File: config.mk
export PLATFORM = sky130hd
export DESIGN_NAME = fixed_size_chunk_allocator_unit_flat
export DESIGN_NICKNAME = d
export VERILOG_FILES = /design/src/sv/fsca_pkg.sv /design/src/sv/fsca_chan_if.sv /design/src/sv/fsca_ram.sv /design/src/sv/fsca_addsub.sv /design/src/sv/fixed_size_chunk_allocator_unit.sv /design/src/flat_wrapper.sv
export VERILOG_INCLUDE_DIRS = /design/src /design/src/sv
export SDC_FILE = /design/constraint.sdc
export NUM_CORES = 1
export LEC_CHECK = 0
export BUFFER_PORTS_ARGS = -buffer_cell sky130_fd_sc_hd__clkbuf_2
export CELL_PAD_IN_SITES_DETAIL_PLACEMENT = 1
export CELL_PAD_IN_SITES_GLOBAL_PLACEMENT = 1
export CORE_ASPECT_RATIO = 1.2
export CORE_UTILIZATION = 52
export CTS_CLUSTER_DIAMETER = 150
export DETAILED_ROUTE_END_ITERATION = 6
export GPL_TIMING_DRIVEN = 0
export PLACE_DENSITY_LB_ADDON = 0.1
export RECOVER_POWER = 50
export SYNTH_ARGS = -nofsm -noshare
export SYNTH_HDL_FRONTEND = slang
export SYNTH_SLANG_ARGS = --single-unit
File: constraint.sdc
create_clock -name clk -period 15.7 [get_ports clk]
set_clock_uncertainty 0.1 [all_clocks]
set_input_delay 0.785 -clock clk [delete_from_list [all_inputs] [get_ports clk]]
set_output_delay 0.785 -clock clk [all_outputs]
set_load 0.02 [all_outputs]
File: src/sv/fixed_size_chunk_allocator_unit_defines.svh
// ----------------------------------------------------------------------------
// fixed size chunk allocator assertion macros
// concurrent checks on clk, disabled while rst is high
// ----------------------------------------------------------------------------
`ifndef FIXED_SIZE_CHUNK_ALLOCATOR_UNIT_DEFINES_SVH
`define FIXED_SIZE_CHUNK_ALLOCATOR_UNIT_DEFINES_SVH

`ifndef SYNTH

`define FSCA_ASSERT_IMPL(name, ante, cons) \
  name: assert property (@(posedge clk) disable iff (rst) (ante) |-> (cons)) \
    else $error("fsca: same-cycle check failed");

`define FSCA_ASSERT_NEXT(name, ante, cons) \
  name: assert property (@(posedge clk) disable iff (rst) (ante) |=> (cons)) \
    else $error("fsca: next-cycle check failed");

`else

`define FSCA_ASSERT_IMPL(name, ante, cons)

`define FSCA_ASSERT_NEXT(name, ante, cons)

`endif

`endif

File: src/sv/fsca_pkg.sv
// ----------------------------------------------------------------------------
// fsca_pkg
// register map, field widths and request codes of the chunk allocator
// ----------------------------------------------------------------------------
package fsca_pkg;

  typedef logic func_t;

  localparam func_t FUNC_ALLOC = 1'b0;
  localparam func_t FUNC_FREE  = 1'b1;

  localparam int CFG_IDX_W  = 2;
  localparam int CFG_DATA_W = 32;

  typedef logic [CFG_IDX_W-1:0] cfg_idx_t;

  localparam cfg_idx_t REG_CHUNK_SIZE  = 2'd0;
  localparam cfg_idx_t REG_CHUNK_COUNT = 2'd1;
  localparam cfg_idx_t REG_POOL_BASE   = 2'd2;

  localparam int SIZE_W  = 16;
  localparam int COUNT_W = 7;
  localparam int BASE_W  = 32;

  localparam logic [SIZE_W-1:0]  SIZE_RST  = 16'd1;
  localparam logic [COUNT_W-1:0] COUNT_RST = 7'd64;
  localparam logic [BASE_W-1:0]  BASE_RST  = 32'd0;

  // widest row of the used map
  localparam int ROW_MAX = 32;

endpackage

File: src/sv/fsca_chan_if.sv
// ----------------------------------------------------------------------------
// fsca channels
// request and response channels with valid/ready handshake
// ----------------------------------------------------------------------------
interface fsca_req_if #(
  parameter int ADDR_WIDTH = 32
);
  import fsca_pkg::*;

  logic                  valid;
  logic                  ready;
  func_t                 func;
  logic [ADDR_WIDTH-1:0] free_address;

  modport source (output valid, func, free_address, input ready);
  modport sink   (input valid, func, free_address, output ready);
endinterface

interface fsca_rsp_if #(
  parameter int ADDR_WIDTH = 32
);
  import fsca_pkg::*;

  logic                  valid;
  logic                  ready;
  logic                  granted;
  logic [ADDR_WIDTH-1:0] chunk_address;
  logic                  free_out_of_range;

  modport source (output valid, granted, chunk_address, free_out_of_range, input ready);
  modport sink   (input valid, granted, chunk_address, free_out_of_range, output ready);
endinterface

File: src/sv/fsca_ram.sv
// ----------------------------------------------------------------------------
// fsca_ram
// generic single write port, single read port ram with registered read
// ----------------------------------------------------------------------------
module fsca_ram #(
  parameter int WIDTH = 32,
  parameter int DEPTH = 2
) (
  input  logic                                    clk,
  input  logic                                    we,
  input  logic [(DEPTH > 1 ? $clog2(DEPTH) : 1)-1:0] waddr,
  input  logic [WIDTH-1:0]                        wdata,
  input  logic [(DEPTH > 1 ? $clog2(DEPTH) : 1)-1:0] raddr,
  output logic [WIDTH-1:0]                        rdata
);

  logic [WIDTH-1:0] mem [DEPTH];

  always_ff @(posedge clk) begin
    if (we) begin
      mem[waddr] <= wdata;
    end
    rdata <= mem[raddr];
  end

endmodule

File: src/sv/fsca_addsub.sv
// ----------------------------------------------------------------------------
// fsca_addsub
// shared adder/subtractor with carry out, no carry out means a borrow
// ----------------------------------------------------------------------------
module fsca_addsub #(
  parameter int W = 32
) (
  input  logic [W-1:0] a,
  input  logic [W-1:0] b,
  input  logic         sub,
  output logic [W-1:0] sum,
  output logic         carry
);

  logic [W:0] full;

  always_comb begin
    full  = {1'b0, a} + {1'b0, (sub ? ~b : b)} + {{W{1'b0}}, sub};
    sum   = full[W-1:0];
    carry = full[W];
  end

endmodule

File: src/sv/fixed_size_chunk_allocator_unit.sv
// ----------------------------------------------------------------------------
// fixed_size_chunk_allocator_unit
// first-fit pool allocator for equal-sized chunks, one used bit per chunk
//
//   channel  dir  word fields
//   req      in   func, free_address
//   rsp      out  granted, chunk_address, free_out_of_range
//   cfg_*    in   cfg_we, cfg_index, cfg_data (write only)
//
// free: subtract the base, bit-serial divide by the chunk size on the shared
//   adder, range check, then clear the used bit; alloc: scan map rows of up to
//   32 chunks, then shift-add address multiply and add the base
// reset and any register write clear the map at once through per-row valid bits
// req.ready is high only between items; a stalled rsp holds the finished word
//   in the output register while the next item is taken in
// ----------------------------------------------------------------------------
`include "fixed_size_chunk_allocator_unit_defines.svh"

module fixed_size_chunk_allocator_unit #(
  parameter int MAX_CHUNKS = 64,
  parameter int ADDR_WIDTH = 32
) (
  input  logic                               clk,
  input  logic                               rst,
  input  logic                               cfg_we,
  input  logic [fsca_pkg::CFG_IDX_W-1:0]     cfg_index,
  input  logic [fsca_pkg::CFG_DATA_W-1:0]    cfg_data,
  fsca_req_if.sink                           req,
  fsca_rsp_if.source                         rsp
);
  import fsca_pkg::*;

  localparam int IDX_W  = MAX_CHUNKS > 1 ? $clog2(MAX_CHUNKS) : 1;
  localparam int CNT_W  = $clog2(MAX_CHUNKS + 1);
  localparam int ROW_W  = MAX_CHUNKS < ROW_MAX ? MAX_CHUNKS : ROW_MAX;
  localparam int ROWS   = (MAX_CHUNKS + ROW_W - 1) / ROW_W;
  localparam int ROW_AW = ROWS > 1 ? $clog2(ROWS) : 1;
  localparam int BIT_W  = ROW_W > 1 ? $clog2(ROW_W) : 1;
  localparam int STEP_W = $clog2(ADDR_WIDTH);

  localparam logic [3:0] S_IDLE    = 4'd0;
  localparam logic [3:0] S_ALC_RD  = 4'd1;
  localparam logic [3:0] S_ALC_CHK = 4'd2;
  localparam logic [3:0] S_MUL     = 4'd3;
  localparam logic [3:0] S_ADDB    = 4'd4;
  localparam logic [3:0] S_SUB     = 4'd5;
  localparam logic [3:0] S_DIV     = 4'd6;
  localparam logic [3:0] S_FCHK    = 4'd7;
  localparam logic [3:0] S_FR_RD   = 4'd8;
  localparam logic [3:0] S_FR_WR   = 4'd9;
  localparam logic [3:0] S_DONE    = 4'd10;

  // configuration
  logic [SIZE_W-1:0]  chunk_size;
  logic [COUNT_W-1:0] chunk_count;
  logic [BASE_W-1:0]  pool_base;
  logic               cfg_hit;

  logic [SIZE_W-1:0]     size_eff;
  logic [CNT_W-1:0]      count_eff;
  logic [ADDR_WIDTH-1:0] size_ext;
  logic [ADDR_WIDTH-1:0] base;

  // sequencer
  logic [3:0]            state;
  logic [ROW_AW-1:0]     row;
  logic [CNT_W-1:0]      row_first;
  logic [ROWS-1:0]       row_valid;
  logic [ADDR_WIDTH-1:0] dq;
  logic [SIZE_W-1:0]     rem;
  logic [ADDR_WIDTH-1:0] acc;
  logic [STEP_W-1:0]     cnt;
  logic [BIT_W-1:0]      bitpos;
  logic                  res_granted;
  logic                  res_oor;

  // output register
  logic                  out_valid;
  logic                  out_granted;
  logic [ADDR_WIDTH-1:0] out_addr;
  logic                  out_oor;
  logic                  out_load;

  // used map
  logic              ram_we;
  logic [ROW_W-1:0]  ram_wdata;
  logic [ROW_W-1:0]  ram_rdata;
  logic [ROW_W-1:0]  word;
  logic [ROW_W-1:0]  avail;
  logic              found;
  logic [BIT_W-1:0]  hit;
  logic              more_rows;

  // shared unit
  logic [ADDR_WIDTH-1:0] op_a;
  logic [ADDR_WIDTH-1:0] op_b;
  logic                  op_sub;
  logic [ADDR_WIDTH-1:0] op_sum;
  logic                  op_carry;
  logic [SIZE_W:0]       rs;

  assign cfg_hit = cfg_we && (cfg_index == REG_CHUNK_SIZE || cfg_index == REG_CHUNK_COUNT ||
                              cfg_index == REG_POOL_BASE);

  always_comb begin
    size_eff  = (chunk_size == '0) ? SIZE_W'(1) : chunk_size;
    size_ext  = ADDR_WIDTH'(size_eff);
    base      = ADDR_WIDTH'(pool_base);
    count_eff = (32'(chunk_count) > 32'(MAX_CHUNKS)) ? CNT_W'(MAX_CHUNKS) : CNT_W'(chunk_count);
  end

  fsca_ram #(
    .WIDTH (ROW_W),
    .DEPTH (ROWS)
  ) u_map (
    .clk   (clk),
    .we    (ram_we),
    .waddr (row),
    .wdata (ram_wdata),
    .raddr (row),
    .rdata (ram_rdata)
  );

  // row search
  always_comb begin
    word  = row_valid[row] ? ram_rdata : '0;
    found = 1'b0;
    hit   = '0;
    for (int j = 0; j < ROW_W; j++) begin
      avail[j] = !word[j] &&
                 ((CNT_W+1)'(row_first) + (CNT_W+1)'(j) < (CNT_W+1)'(count_eff));
    end
    for (int j = ROW_W - 1; j >= 0; j--) begin
      if (avail[j]) begin
        found = 1'b1;
        hit   = BIT_W'(j);
      end
    end
    more_rows = ((CNT_W+1)'(row_first) + (CNT_W+1)'(ROW_W)) < (CNT_W+1)'(count_eff);
  end

  always_comb begin
    ram_we    = 1'b0;
    ram_wdata = word;
    if (state == S_ALC_CHK && found) begin
      ram_we    = 1'b1;
      ram_wdata = word | (ROW_W'(1) << hit);
    end else if (state == S_FR_WR) begin
      ram_we    = 1'b1;
      ram_wdata = word & ~(ROW_W'(1) << bitpos);
    end
  end

  // operand select for the shared unit
  assign rs = {rem, dq[ADDR_WIDTH-1]};

  always_comb begin
    op_a   = '0;
    op_b   = '0;
    op_sub = 1'b0;
    case (state)
      S_MUL: begin
        op_a = acc << 1;
        op_b = dq[ADDR_WIDTH-1] ? size_ext : '0;
      end
      S_ADDB: begin
        op_a = acc;
        op_b = base;
      end
      S_SUB: begin
        op_a   = dq;
        op_b   = base;
        op_sub = 1'b1;
      end
      S_DIV: begin
        op_a   = ADDR_WIDTH'(rs);
        op_b   = size_ext;
        op_sub = 1'b1;
      end
      default: begin
        op_a = '0;
      end
    endcase
  end

  fsca_addsub #(
    .W (ADDR_WIDTH)
  ) u_alu (
    .a     (op_a),
    .b     (op_b),
    .sub   (op_sub),
    .sum   (op_sum),
    .carry (op_carry)
  );

  assign req.ready = (state == S_IDLE);
  assign out_load  = (state == S_DONE) && (!out_valid || rsp.ready);

  // configuration registers
  always_ff @(posedge clk) begin
    if (rst) begin
      chunk_size  <= SIZE_RST;
      chunk_count <= COUNT_RST;
      pool_base   <= BASE_RST;
    end else if (cfg_we) begin
      case (cfg_index)
        REG_CHUNK_SIZE:  chunk_size  <= cfg_data[SIZE_W-1:0];
        REG_CHUNK_COUNT: chunk_count <= cfg_data[COUNT_W-1:0];
        REG_POOL_BASE:   pool_base   <= cfg_data[BASE_W-1:0];
        default: begin
        end
      endcase
    end
  end

  // row valid bits, a register write empties the map
  always_ff @(posedge clk) begin
    if (rst) begin
      row_valid <= '0;
    end else if (cfg_hit) begin
      row_valid <= '0;
    end else if (ram_we) begin
      row_valid[row] <= 1'b1;
    end
  end

  // sequencer
  always_ff @(posedge clk) begin
    if (rst) begin
      state <= S_IDLE;
    end else begin
      case (state)
        S_IDLE: begin
          if (req.valid) begin
            acc         <= '0;
            res_granted <= 1'b0;
            res_oor     <= 1'b0;
            dq          <= req.free_address;
            row         <= '0;
            row_first   <= '0;
            if (req.func == FUNC_ALLOC) begin
              state <= S_ALC_RD;
            end else if (req.free_address == '0) begin
              state <= S_DONE;
            end else begin
              state <= S_SUB;
            end
          end
        end
        S_ALC_RD: begin
          state <= S_ALC_CHK;
        end
        S_ALC_CHK: begin
          if (found) begin
            dq    <= {IDX_W'(row_first + CNT_W'(hit)), {(ADDR_WIDTH-IDX_W){1'b0}}};
            cnt   <= STEP_W'(IDX_W - 1);
            state <= S_MUL;
          end else if (more_rows) begin
            row       <= row + ROW_AW'(1);
            row_first <= row_first + CNT_W'(ROW_W);
            state     <= S_ALC_RD;
          end else begin
            state <= S_DONE;
          end
        end
        S_MUL: begin
          acc <= op_sum;
          dq  <= dq << 1;
          cnt <= cnt - STEP_W'(1);
          if (cnt == '0) begin
            state <= S_ADDB;
          end
        end
        S_ADDB: begin
          acc         <= op_sum;
          res_granted <= 1'b1;
          state       <= S_DONE;
        end
        S_SUB: begin
          if (!op_carry) begin
            res_oor <= 1'b1;
            state   <= S_DONE;
          end else begin
            dq    <= op_sum;
            rem   <= '0;
            cnt   <= STEP_W'(ADDR_WIDTH - 1);
            state <= S_DIV;
          end
        end
        S_DIV: begin
          rem <= op_carry ? op_sum[SIZE_W-1:0] : rs[SIZE_W-1:0];
          dq  <= {dq[ADDR_WIDTH-2:0], op_carry};
          cnt <= cnt - STEP_W'(1);
          if (cnt == '0) begin
            state <= S_FCHK;
          end
        end
        S_FCHK: begin
          if (dq >= ADDR_WIDTH'(count_eff)) begin
            res_oor <= 1'b1;
            state   <= S_DONE;
          end else begin
            row    <= ROW_AW'(dq[IDX_W-1:0] >> BIT_W);
            bitpos <= dq[BIT_W-1:0];
            state  <= S_FR_RD;
          end
        end
        S_FR_RD: begin
          state <= S_FR_WR;
        end
        S_FR_WR: begin
          state <= S_DONE;
        end
        S_DONE: begin
          if (out_load) begin
            state <= S_IDLE;
          end
        end
        default: begin
          state <= S_IDLE;
        end
      endcase
    end
  end

  // output register
  always_ff @(posedge clk) begin
    if (rst) begin
      out_valid <= 1'b0;
    end else if (out_load) begin
      out_valid <= 1'b1;
    end else if (rsp.ready) begin
      out_valid <= 1'b0;
    end
  end

  always_ff @(posedge clk) begin
    if (out_load) begin
      out_granted <= res_granted;
      out_addr    <= acc;
      out_oor     <= res_oor;
    end
  end

  assign rsp.valid             = out_valid;
  assign rsp.granted           = out_granted;
  assign rsp.chunk_address     = out_addr;
  assign rsp.free_out_of_range = out_oor;

  `FSCA_ASSERT_NEXT(a_cfg_clears_map, cfg_hit, row_valid == '0)
  `FSCA_ASSERT_NEXT(a_busy_after_accept, req.valid && req.ready, !req.ready)
  `FSCA_ASSERT_IMPL(a_rem_below_size, state == S_DIV, rem < size_eff)
  `FSCA_ASSERT_IMPL(a_oor_no_grant, out_load && res_oor, !res_granted && acc == '0)

endmodule
File: src/flat_wrapper.sv
// flat-port wrapper written by rule: the top's interface ports become plain ports
module fixed_size_chunk_allocator_unit_flat import fsca_pkg::*;
#(
  parameter int MAX_CHUNKS = 64,
  parameter int ADDR_WIDTH = 32
)
  (clk, rst, cfg_we, cfg_index, cfg_data, req_valid, req_func, req_free_address, req_ready, rsp_valid, rsp_granted, rsp_chunk_address, rsp_free_out_of_range, rsp_ready);
  fsca_req_if #(.ADDR_WIDTH(ADDR_WIDTH)) req_i ();
  fsca_rsp_if #(.ADDR_WIDTH(ADDR_WIDTH)) rsp_i ();
  input  logic clk;
  input  logic rst;
  input  logic cfg_we;
  input  logic [fsca_pkg::CFG_IDX_W-1:0] cfg_index;
  input  logic [fsca_pkg::CFG_DATA_W-1:0] cfg_data;
  input wire logic [$bits(req_i.valid)-1:0] req_valid;
  input wire logic [$bits(req_i.func)-1:0] req_func;
  input wire logic [$bits(req_i.free_address)-1:0] req_free_address;
  output wire logic [$bits(req_i.ready)-1:0] req_ready;
  output wire logic [$bits(rsp_i.valid)-1:0] rsp_valid;
  output wire logic [$bits(rsp_i.granted)-1:0] rsp_granted;
  output wire logic [$bits(rsp_i.chunk_address)-1:0] rsp_chunk_address;
  output wire logic [$bits(rsp_i.free_out_of_range)-1:0] rsp_free_out_of_range;
  input wire logic [$bits(rsp_i.ready)-1:0] rsp_ready;
  assign req_i.valid = req_valid;
  assign req_i.func = req_func;
  assign req_i.free_address = req_free_address;
  assign req_ready = req_i.ready;
  assign rsp_valid = rsp_i.valid;
  assign rsp_granted = rsp_i.granted;
  assign rsp_chunk_address = rsp_i.chunk_address;
  assign rsp_free_out_of_range = rsp_i.free_out_of_range;
  assign rsp_i.ready = rsp_ready;
  fixed_size_chunk_allocator_unit #(.MAX_CHUNKS(MAX_CHUNKS), .ADDR_WIDTH(ADDR_WIDTH)) u_core (.clk(clk), .rst(rst), .cfg_we(cfg_we), .cfg_index(cfg_index), .cfg_data(cfg_data), .req(req_i), .rsp(rsp_i));
endmodule
==> impl_metrics.tcl, run 1 <==
set metrics [dict create \
    avgViaCountPerCell 6.73 \
    wire_per_inst_um 27.2 \
    required_ns 15.88 \
    worstPathCellList "clkbuf_1 -> clkbuf_1 -> nand2_1 -> a21oi_1 -> and2_1 -> clkbuf_1 -> a22oi_1 -> nor3_1 -> a21oi_1 -> ha_1 -> a21o_1 -> a211oi_1 -> and2_1 -> a2111oi_0 -> o21ai_1 -> a21oi_2 -> a41o_1 -> buf_2 -> nor2_1 -> nor4_2 -> buf_4 -> buf_4" \
    synth_top_family_by_area "compound AO/OA/AOI/OAI gates" \
    intPower_mw 1.69 \
    ys.warnings.count 0 \
    synth.most_common_cell "nand2_1" \
    ctsResizeCount 0 \
    synthMuxAreaShare_pct 3.17 \
    max_freq_mhz 129 \
    cp-end-kind "register" \
    ios 108 \
    timing.setup.tns_ns 0 \
    worst_pin_slew_ns 1.94 \
    synth_fa_ha_area_share_pct 3.75 \
    finalHoldViolCount 0 \
    switching_share_pct 39.8 \
    clockPowerShare_pct 24.4 \
    timing.hold.ws_ns 0.318 \
    path_clk_slew_ns 0.07 \
    status "finished with violations" \
    ant_nets 0 \
    synth_seq_cells 287 \
    initial_core_util_pct 53.0 \
    cts_hold_buf 0 \
    syn_nets 1736 \
    max_slew_margin_pct -29.6 \
    grt_usage_pct 38.5 \
    dp_cells 2128 \
    yosys-top-cells-area "edfxtp_1 (37%), dfxtp_1 (12%), nand2_1 (5.6%)" \
    grt_max_degree 20 \
    rsz0062_at_grt "no" \
    htree_num_levels 1 \
    hpwl_um 45100 \
    synthFlopType "edfxtp_1" \
    drtPass1Iterations 7 \
    cpMostUsedCell "clkbuf_1" \
    post-cts-setup-buffer-count 0 \
    r2r_slack_ns 7.97 \
    min_from "cfg_data[17]" \
    rows 69 \
    finalCriticalPeriod_ns 7.73 \
    dieArea_um2 31000 \
    cts_sinks 287 \
    clk_path_buf_depth 3 \
    maxSlewViolCount 34 \
    dr_total_vias 14700 \
    min_period_over_period_pct 49.3 \
    die_x_um 161 \
    drive_above_1_share_pct 11.4 \
    synth_xor_xnor_area_share_pct 1.89 \
    switching_power_mw 1.12 \
    seq_area_frac_synth_pct 48.8 \
    yosys-top-cells-count "nand2_1 (233), edfxtp_1 (193), a21oi_1 (153)" \
    clockRootBuffer "clkbuf_16" \
    clk_latency_ns 0.58 \
    r2r-end "u_core.dq[13]" \
    antenna_cells 0 \
    leakagePower_nw 6.61 \
    ir_worst_vdd_mv 0.106 \
    fp.coreArea_um2 29700 \
    r2r_cells 22 \
    cts_buffers 30 \
    instances_no_fill 2184 \
    setup_viol 0 \
    synthDistinctLibCells 97 \
    crit_slowest_cell "nor4_2" \
    arrival_ns 7.92 \
    synth_compound_area_share_pct 22.2 \
    power_frac_comb_pct 36.4 \
    syn_inst 1618 \
    crit_type "reg2reg" \
    drv_cap 2 \
    p_seq_share_pct 39.2 \
    synth-simple-area-share_pct 16.4 \
    cts_tree "done" \
    wl_um 59500 \
    area_growth_syn_to_layout_pct 12.9 \
    die_h_um 193 \
    syn_area_um2 15700 \
    synth_top_area_share_pct 36.8 \
    r2r-start "u_core.state[2]" \
    syn_area_per_cell_um2 9.72 \
    power.density_nw_per_um2 158 \
    post-route-drc-count 9 \
    violations "DRC, capacitance limit, slew limit" \
    grt_pass1_wl_um 89400 \
    slowest_delay_ns 0.90 \
    path_max_fanout 10 \
    start_kind "register" \
    synth-edff-count 193 \
    synth_area_leader_cell "edfxtp_1" \
    final_nets 1888 \
    hold_end "u_core.base[17]" \
    grt_pass1_vias 15200 \
    final_area_um2 17800 \
    whs_path_depth 3 \
    drt_iter0_drc 1359 \
    async_flop_share_pct 0 \
    port_buffers 107 \
    hold_class "in2reg" \
    gr-total-overflow 0 \
    pre_cts_ws_ns 8.49 \
    setup_slack_ns 7.97 \
    gp_congestion 1.02 \
    antenna_found_initial 0 \
    place_area_um2 17000 \
]
power groups by stage:
stage	clock, mW	combinational (mW)	sequential (mW)
after detailed placement	0	1.01	1.11
final	0.686	1.02	1.10
after global placement	0	0.938	1.11
after floorplan	0	0.662	1.06
after global routing	0.714	1.09	1.11
after CTS	0.689	1.02	1.09
kinds of logic (layout without fill, tap and decap cells):
kind of cell / Yosys count / count (layout)
compound gates: 509 / 509
xor+xnor: 34 / 34
fa+ha+maj: 46 / 46
buf+inv: 147 / 323
flops: 287 / 287
mux: 45 / 45
simple gates: 550 / 550
worst max-delay path by stage:
stage / startpoint / to / slack (ns) / cells past startpoint
after floorplan: u_core.state[2] / u_core.dq[0] / 8.12 / 20
after global placement: u_core.state[2] / u_core.dq[15] / 4.60 / 20
after detailed placement: u_core.state[2] / u_core.dq[17] / 8.49 / 22
after CTS: u_core.state[2] / u_core.dq[16] / 8.39 / 22
after global routing: u_core.state[2] / u_core.dq[13] / 7.76 / 21
final: u_core.state[2] / u_core.dq[13] / 7.97 / 22
state kept, by name, indices dropped and copies added (netlist names):
register	cells
u_core.rsp.granted	1
u_core.state	4
u_core.rem	16
u_core.cnt	5
u_core.rsp.chunk_address	32
u_core.chunk_count	7
u_core.rsp.valid	1
u_core.chunk_size	16
u_core.bitpos	5
u_core.row_first	2
u_core.u_map.mem	64
u_core.rsp.free_out_of_range	1
u_core.res_oor	1
u_core.dq	32
u_core.row_valid	2
u_core.acc	32
u_core.base	32
u_core.u_map.rdata	32
u_core.res_granted	1
u_core.row	1
per-stage QoR:
stage / util [%] / total power [mW]
2_1_floorplan: - / 1.73
3_3_place_gp: 56.4 / 2.05
3_5_place_dp: 57.1 / 2.11
4_1_cts: 60.2 / 2.80
5_1_grt: 59.8 / 2.91
6_report: 59.8 / 2.81
per-layer routing:
layer	global-route usage (%)	vias up	share of wire [%]
met1	41.4	7200	35
met4	25.7	0	7.0
met5	0	-	0
li1	-	6414	-
met3	4.96	251	6.8
met2	70.8	827	51
critical path, delay by kind of cell, from the launching register on:
| kind | cells | cell delay, ns |
|---|---|---|
| buffers and inverters | 6 | 2.10 |
| and+or+nand+nor | 6 | 1.82 |
| DFF | 1 | 0.40 |
| AOI/OAI and AO/OA | 9 | 2.54 |
| adders and majority gates | 1 | 0.44 |
placed cells by master (no fill, tap or decap), drive strengths merged, types with 12 or more instances in the layout:
master	n
buf	33
nand3	25
a21oi	154
dfxtp	94
mux2	35
nor3	40
o21ai	75
nand2	233
a21o	31
a22oi	41
xor2	16
nor2	112
xnor2	18
nor4	23
o22ai	14
a222oi	32
clkbuf	236
inv	43
nand2b	37
ha	44
a31oi	40
edfxtp	193
nor2b	12
layout make-up:
cell class	instances	area (µm²)
fillers	3441	11900
flip-flops and latches	287	7680
multi-input cells	1184	7460
clock buffers	43	851
repair buffers	120	612
well taps	390	488
plain buffers	106	432
inverters	41	154
clock inverters	13	76.3
(Power assumes the default switching activity.)
==> inputs of run 2 (changes only) <==
--- a/config.mk
+++ b/config.mk
@@ -6,11 +6,12 @@
 export SDC_FILE = /design/constraint.sdc
 export NUM_CORES = 1
 export LEC_CHECK = 0
+export ABC_AREA = 1
 export BUFFER_PORTS_ARGS = -buffer_cell sky130_fd_sc_hd__clkbuf_2
 export CELL_PAD_IN_SITES_DETAIL_PLACEMENT = 1
 export CELL_PAD_IN_SITES_GLOBAL_PLACEMENT = 1
 export CORE_ASPECT_RATIO = 1.2
-export CORE_UTILIZATION = 52
+export CORE_UTILIZATION = 47
 export CTS_CLUSTER_DIAMETER = 150
 export DETAILED_ROUTE_END_ITERATION = 6
 export GPL_TIMING_DRIVEN = 0
==> constraint.sdc (replaced) <==
create_clock -name clk -period 7.2 [get_ports clk]
set_clock_uncertainty 0.1 [all_clocks]
set_input_delay 0.36 -clock clk [delete_from_list [all_inputs] [get_ports clk]]
set_output_delay 0.36 -clock clk [all_outputs]
set_load 0.02 [all_outputs]
==> run 2 against run 1 <==
- the run still ends with DRC, capacitance limit, slew limit left
- area after synthesis down 3.0%
- total power is 120% higher
- first-iteration DRC count fell by 40%
- critical path depth up 5
- largest cell class unchanged
- wire length down 3.9%
- non-clock buffer count decreased by 6
- largest power group unchanged
- sequential power grew 110%
- register-to-register slack lost 7.7 ns
- via count fell by 3.3%
- cell count up 9.6%
- clock power increased to 2.6 times the previous value
- final area up 0.62%
==> impl_metrics.tcl, run 2 <==
set metrics [dict create \
    min_period_over_period_pct 96.0 \
    crit_type "reg2reg" \
    clk_path_buf_depth 3 \
    max_freq_mhz 145 \
    area_growth_syn_to_layout_pct 17.1 \
    wl_um 57200 \
    drv_cap 2 \
    pre_cts_ws_ns -0.0729 \
    initial_core_util_pct 48.3 \
    synth_area_leader_cell "edfxtp_1" \
    synth-edff-count 193 \
    gr-total-overflow 0 \
    syn_inst 1785 \
    path_max_fanout 14 \
    synth_top_family_by_area "simple AND/OR/NAND/NOR gates" \
    instances_no_fill 2393 \
    maxSlewViolCount 37 \
    clockRootBuffer "clkbuf_16" \
    async_flop_share_pct 0 \
    regMostFlops "u_core.u_map.mem" \
    final_cell_mix "nand2_1 (404), nor2_1 (240), edfxtp_1 (193)" \
    final_nets 2085 \
    hold_class "in2reg" \
    die_h_um 199 \
    avgViaCountPerCell 5.94 \
    antenna_found_initial 1 \
    yosys-top-cells-count "nand2_1 (403), nor2_1 (244), edfxtp_1 (193)" \
    drtPass1Iterations 7 \
    place_area_um2 16500 \
    yosys-top-cells-area "edfxtp_1 (38%), dfxtp_1 (12%), nand2_1 (9.9%)" \
    ant_nets 0 \
    drt_iter0_drc 814 \
    grt_pass1_vias 15100 \
    ys.warnings.count 0 \
    synth_fa_ha_area_share_pct 3.87 \
    dieArea_um2 33200 \
    syn_area_per_cell_um2 8.55 \
    leakagePower_nw 7.33 \
    cp-end-kind "register" \
    seq_area_frac_synth_pct 50.3 \
    final_core_util_pct 56.5 \
    cts_sinks 287 \
    status "finished with violations" \
    path_clk_slew_ns 0.06 \
    synthFlopType "edfxtp_1" \
    required_ns 7.43 \
    cts_tree "done" \
    grt_max_degree 24 \
    start_kind "register" \
    synth.most_common_cell "nand2_1" \
    clk_latency_ns 0.58 \
    rsz0062_at_grt "no" \
    r2r_cells 27 \
    final_area_um2 17900 \
    port_buffers 107 \
    synth_seq_cells 287 \
    synthMuxAreaShare_pct 0 \
    hold_end "u_core.dq[25]" \
    ios 108 \
    die_x_um 166 \
    setup_viol 0 \
    ir_worst_vdd_mv 0.204 \
    worst_pin_slew_ns 1.84 \
    r2r_slack_ns 0.29 \
    syn_area_um2 15300 \
    min_from "req_free_address[25]" \
    htree_num_levels 1 \
    power_mw 6.31 \
    num-fill-cells 3824 \
    layout_commonest_cell "nand2_1" \
    r2r-start "u_core.state[2]" \
    violations "DRC, capacitance limit, slew limit" \
    whs_path_depth 3 \
    grt_pass1_wl_um 86500 \
    fp.coreArea_um2 31600 \
    dp_cells 2299 \
    synth_compound_area_share_pct 15.7 \
    setup_slack_ns 0.290 \
    drive_above_1_share_pct 9.54 \
    finalHoldViolCount 0 \
    rows 71 \
    hpwl_um 43500 \
    post-route-drc-count 2 \
    largest_reg_flops 64 \
    cts_buffers 30 \
    dr_total_vias 14200 \
    syn_nets 1903 \
    power.density_nw_per_um2 353 \
    grt_usage_pct 34.7 \
    synth-simple-area-share_pct 22.1 \
    synthDistinctLibCells 58 \
    arrival_ns 7.14 \
    gp_congestion 0.982 \
    wire_per_inst_um 23.9 \
    r2r-end "u_core.dq[0]" \
    synth_top_area_share_pct 38.0 \
    synth_xor_xnor_area_share_pct 1.84 \
    max_slew_margin_pct -22.9 \
    finalCriticalPeriod_ns 6.91 \
]
[run 2: layer usage]
layer / vias to the layer above / wire [µm] / track usage [%] / share of wire, %
met5: - / 0 / 0 / 0
met2: 520 / 30000 / 65.6 / 52
met3: 177 / 2660 / 3.19 / 4.6
li1: 6533 / - / - / -
met1: 6975 / 20600 / 36.9 / 36
met4: 0 / 3920 / 23.3 / 6.9
[run 2: layout make-up]
cell class	count	area [µm²]	area share, %
sequential	287	7680	43.0
multi-input combinational	1254	6670	37.3
timing repair buffer	150	937	5.25
clock buffer	44	917	5.13
inverter	174	656	3.67
tap	401	502	2.81
buffer	70	295	1.65
clock inverter	12	209	1.17
antenna	1	2.50	0.0140
[run 2: worst max-delay path, cell delays in order, from the launching register on]
cell       delay, ns
dfxtp_1         0.36
inv_1           0.07
nor2_1          0.13
inv_2           0.09
nor2_1          0.71
clkinv_1        0.65
o2111ai_1       0.40
ha_1            0.34
nand2_1         0.09
nor2_1          0.05
a211oi_1        0.39
o21ai_2         0.11
a21oi_1         0.35
o31ai_2         0.15
a21oi_1         0.45
o21ai_2         0.15
a21oi_1         0.32
o21ai_2         0.13
nand4_1         0.09
o211ai_1        0.17
nand2_1         0.10
nand2_1         0.16
inv_2           0.22
nand2_1         0.14
o211ai_1        0.24
a211oi_4        0.10
buf_6           0.20
buf_8           0.16
[run 2: through the flow]
stage	hold WS, ns	TNS (ns)
2_1_floorplan	0.300	0
4_1_cts	0.00101	0
3_3_place_gp	0.313	-96.04
6_report	0.0162	0
3_5_place_dp	0.326	-2.04
5_1_grt	0.0280	0
[run 2: cells by family after synthesis]
| group | after synthesis |
|---|---|
| buf+inv | 244 |
| compound gates | 380 |
| fa+ha+maj | 46 |
| simple gates | 796 |
| flops | 287 |
| xor+xnor | 32 |
[run 2: worst max-delay path by stage]
stage	startpoint	endpoint	slack, ns	depth (start not counted)
after floorplan	u_core.state[1]	u_core.dq[0]	0.14	27
after global placement	u_core.state[1]	u_core.dq[1]	-3.00	27
after global routing	u_core.state[2]	u_core.dq[2]	0.002	29
after detailed placement	u_core.state[1]	u_core.dq[1]	-0.07	29
final	u_core.state[2]	u_core.dq[0]	0.29	27
after CTS	u_core.state[3]	u_core.dq[0]	0.23	30
[run 2: repair_timing]
action | CTS | global route
hold buffers | 36 | 0
endpoints found under the setup margin | 30 | 53
resized for setup | 1 | 5
pin swaps | 1 | 0
buffers inserted | 1 | 0
endpoints found under the hold margin | 59 | 0
[run 2: where the power goes]
group	switching, mW	leakage, nW	internal, mW
clock network	0.677	0.556	1.09
registers	0.185	2.58	2.18
logic	1.57	4.19	0.609
total	2.43	7.33	3.88
==> inputs of run 3 (changes only) <==
--- a/config.mk
+++ b/config.mk
@@ -11,7 +11,7 @@
 export CELL_PAD_IN_SITES_DETAIL_PLACEMENT = 1
 export CELL_PAD_IN_SITES_GLOBAL_PLACEMENT = 1
 export CORE_ASPECT_RATIO = 1.2
-export CORE_UTILIZATION = 47
+export CORE_UTILIZATION = 50
 export CTS_CLUSTER_DIAMETER = 150
 export DETAILED_ROUTE_END_ITERATION = 6
 export GPL_TIMING_DRIVEN = 0
==> constraint.sdc (replaced) <==
create_clock -name clk -period 8.85 [get_ports clk]
set_clock_uncertainty 0.1 [all_clocks]
set_input_delay 0.4425 -clock clk [delete_from_list [all_inputs] [get_ports clk]]
set_output_delay 0.4425 -clock clk [all_outputs]
set_load 0.02 [all_outputs]
==> run 3 against run 2 <==
- the flow finishes with violations (capacitance limit, slew limit)
- setup slack better by 0.70 ns
- first-iteration DRC count up 36%
- sequential power is 19% lower
- critical path type unchanged
- critical endpoint is now u_core.rem[3]
==> impl_metrics.tcl, run 3 (synthesis results as in run 2) <==
set metrics [dict create \
    status "finished with violations" \
    violations "capacitance limit, slew limit" \
    regMostFlops "u_core.u_map.mem" \
    worst_pin_slew_ns 1.73 \
    grt_max_degree 27 \
    max_freq_mhz 127 \
    use_met1_pct 38.8 \
    final_nets 2072 \
    fp.coreArea_um2 29800 \
    clk_latency_ns 0.58 \
    grt_pass1_vias 15200 \
    layout_commonest_cell "nand2_1" \
    clk_path_buf_depth 3 \
    ir_worst_vdd_mv 0.220 \
    final_core_util_pct 59.1 \
    ios 108 \
    cts_tree "done" \
    final_cell_mix "nand2_1 (404), nor2_1 (242), edfxtp_1 (193)" \
    cts_buffers 31 \
    gp_congestion 1.00 \
    htree_num_levels 1 \
    die_h_um 193 \
    drtPass1Iterations 5 \
    power.density_nw_per_um2 285 \
    min_period_over_period_pct 88.8 \
    finalCriticalPeriod_ns 7.86 \
    pre_cts_ws_ns 1.84 \
    area_growth_syn_to_layout_pct 15.3 \
    busiest_layer "met2" \
    ctsResizeCount 0 \
    max_slew_margin_pct -15.5 \
    hpwl_um 43100 \
    timing.hold.ws_ns 0.0142 \
    required_ns 8.95 \
    largest_reg_flops 64 \
    post-route-drc-count 0 \
    slowest_delay_ns 0.81 \
    die_x_um 161 \
    crit_type "reg2reg" \
    hold_class "in2reg" \
    dieArea_um2 31200 \
    num-fill-cells 3610 \
    multiInputGateArea_um2 6650 \
    path_max_fanout 16 \
    leakagePower_nw 7.22 \
    path_clk_slew_ns 0.06 \
    maxSlewViolCount 31 \
    setup_viol 0 \
    initial_core_util_pct 51.2 \
    arrival_ns 7.96 \
    clockRootBuffer "clkbuf_16" \
    cts_sinks 287 \
    grt.met2_usage_pct 67.3 \
    finalHoldViolCount 0 \
    timing.setup.tns_ns 0 \
    wire_per_inst_um 24.0 \
    antenna_found_initial 1 \
    gr-total-overflow 0 \
    instances_no_fill 2369 \
    antenna_cells 0 \
    wl_um 57000 \
    avgViaCountPerCell 6.04 \
    seqCellArea_um2 7680 \
    use_met3_pct 4.57 \
    start_kind "register" \
    rows 69 \
    port_buffers 107 \
    grt_usage_pct 36.7 \
    rsz0062_at_grt "no" \
    crit_slowest_cell "nor2_1" \
    dr_total_vias 14300 \
    drt_iter0_drc 1104 \
    dp_cells 2288 \
    grt_pass1_wl_um 86300 \
    ant_nets 0 \
    cp-end-kind "register" \
    cpMostUsedCell "nand2_1" \
    drv_cap 2 \
    setup_slack_ns 0.989 \
    drive_above_1_share_pct 9.35 \
]
[run 3: through the flow]
step                instance area, µm²  total power [mW]
floorplan                        15300              3.00
global placement                 16300              3.55
detailed placement               16500              3.67
CTS                              17700              5.00
global route                     17600              5.22
finish                           17600              5.01
[run 3: worst max-delay path: cells and delay by family (launching register included)]
| family | cells | cell delay, ns |
|---|---|---|
| compound gates | 12 | 2.68 |
| simple gates | 11 | 2.64 |
| fa+ha+maj | 1 | 0.39 |
| flops | 1 | 0.34 |
| buf+inv | 4 | 1.25 |
[run 3: cell type report]
| cell class | count | area share, % |
|---|---|---|
| multi-input combinational | 1254 | 37.8 |
| buffer | 70 | 1.66 |
| tap | 390 | 2.77 |
| sequential | 287 | 43.6 |
| timing repair buffer | 136 | 4.59 |
| clock buffer | 40 | 4.95 |
| clock inverter | 18 | 0.874 |
| inverter | 174 | 3.73 |
[run 3: path summary, 6_finish.rpt]
path                          start                    end  slack, ns  depth (start not counted)
max                 u_core.state[3]          u_core.rem[3]       0.99                         28
min                    cfg_data[14]  u_core.chunk_size[14]       0.01                          3
max reg2reg         u_core.state[3]          u_core.rem[3]       0.99                         28
min reg2reg  u_core.u_map.mem[0][8]  u_core.u_map.rdata[8]       0.34                          2
[run 3: report_power, final]
group | internal, mW | switching [mW]
registers | 1.77 | 0.153
logic | 0.495 | 1.27
clock network | 0.753 | 0.564
[run 3: what timing repair did]
item	4_1_cts	5_1_grt
setup endpoints to repair	0	0
setup buffers	0	0
hold endpoints to repair	27	0
hold buffers	23	0
[run 3: per-layer routing]
metal	wire length, µm	up-vias
met2	29800	644
met3	3340	214
li1	-	6498
met4	4080	2
met5	16	-
met1	19800	6947
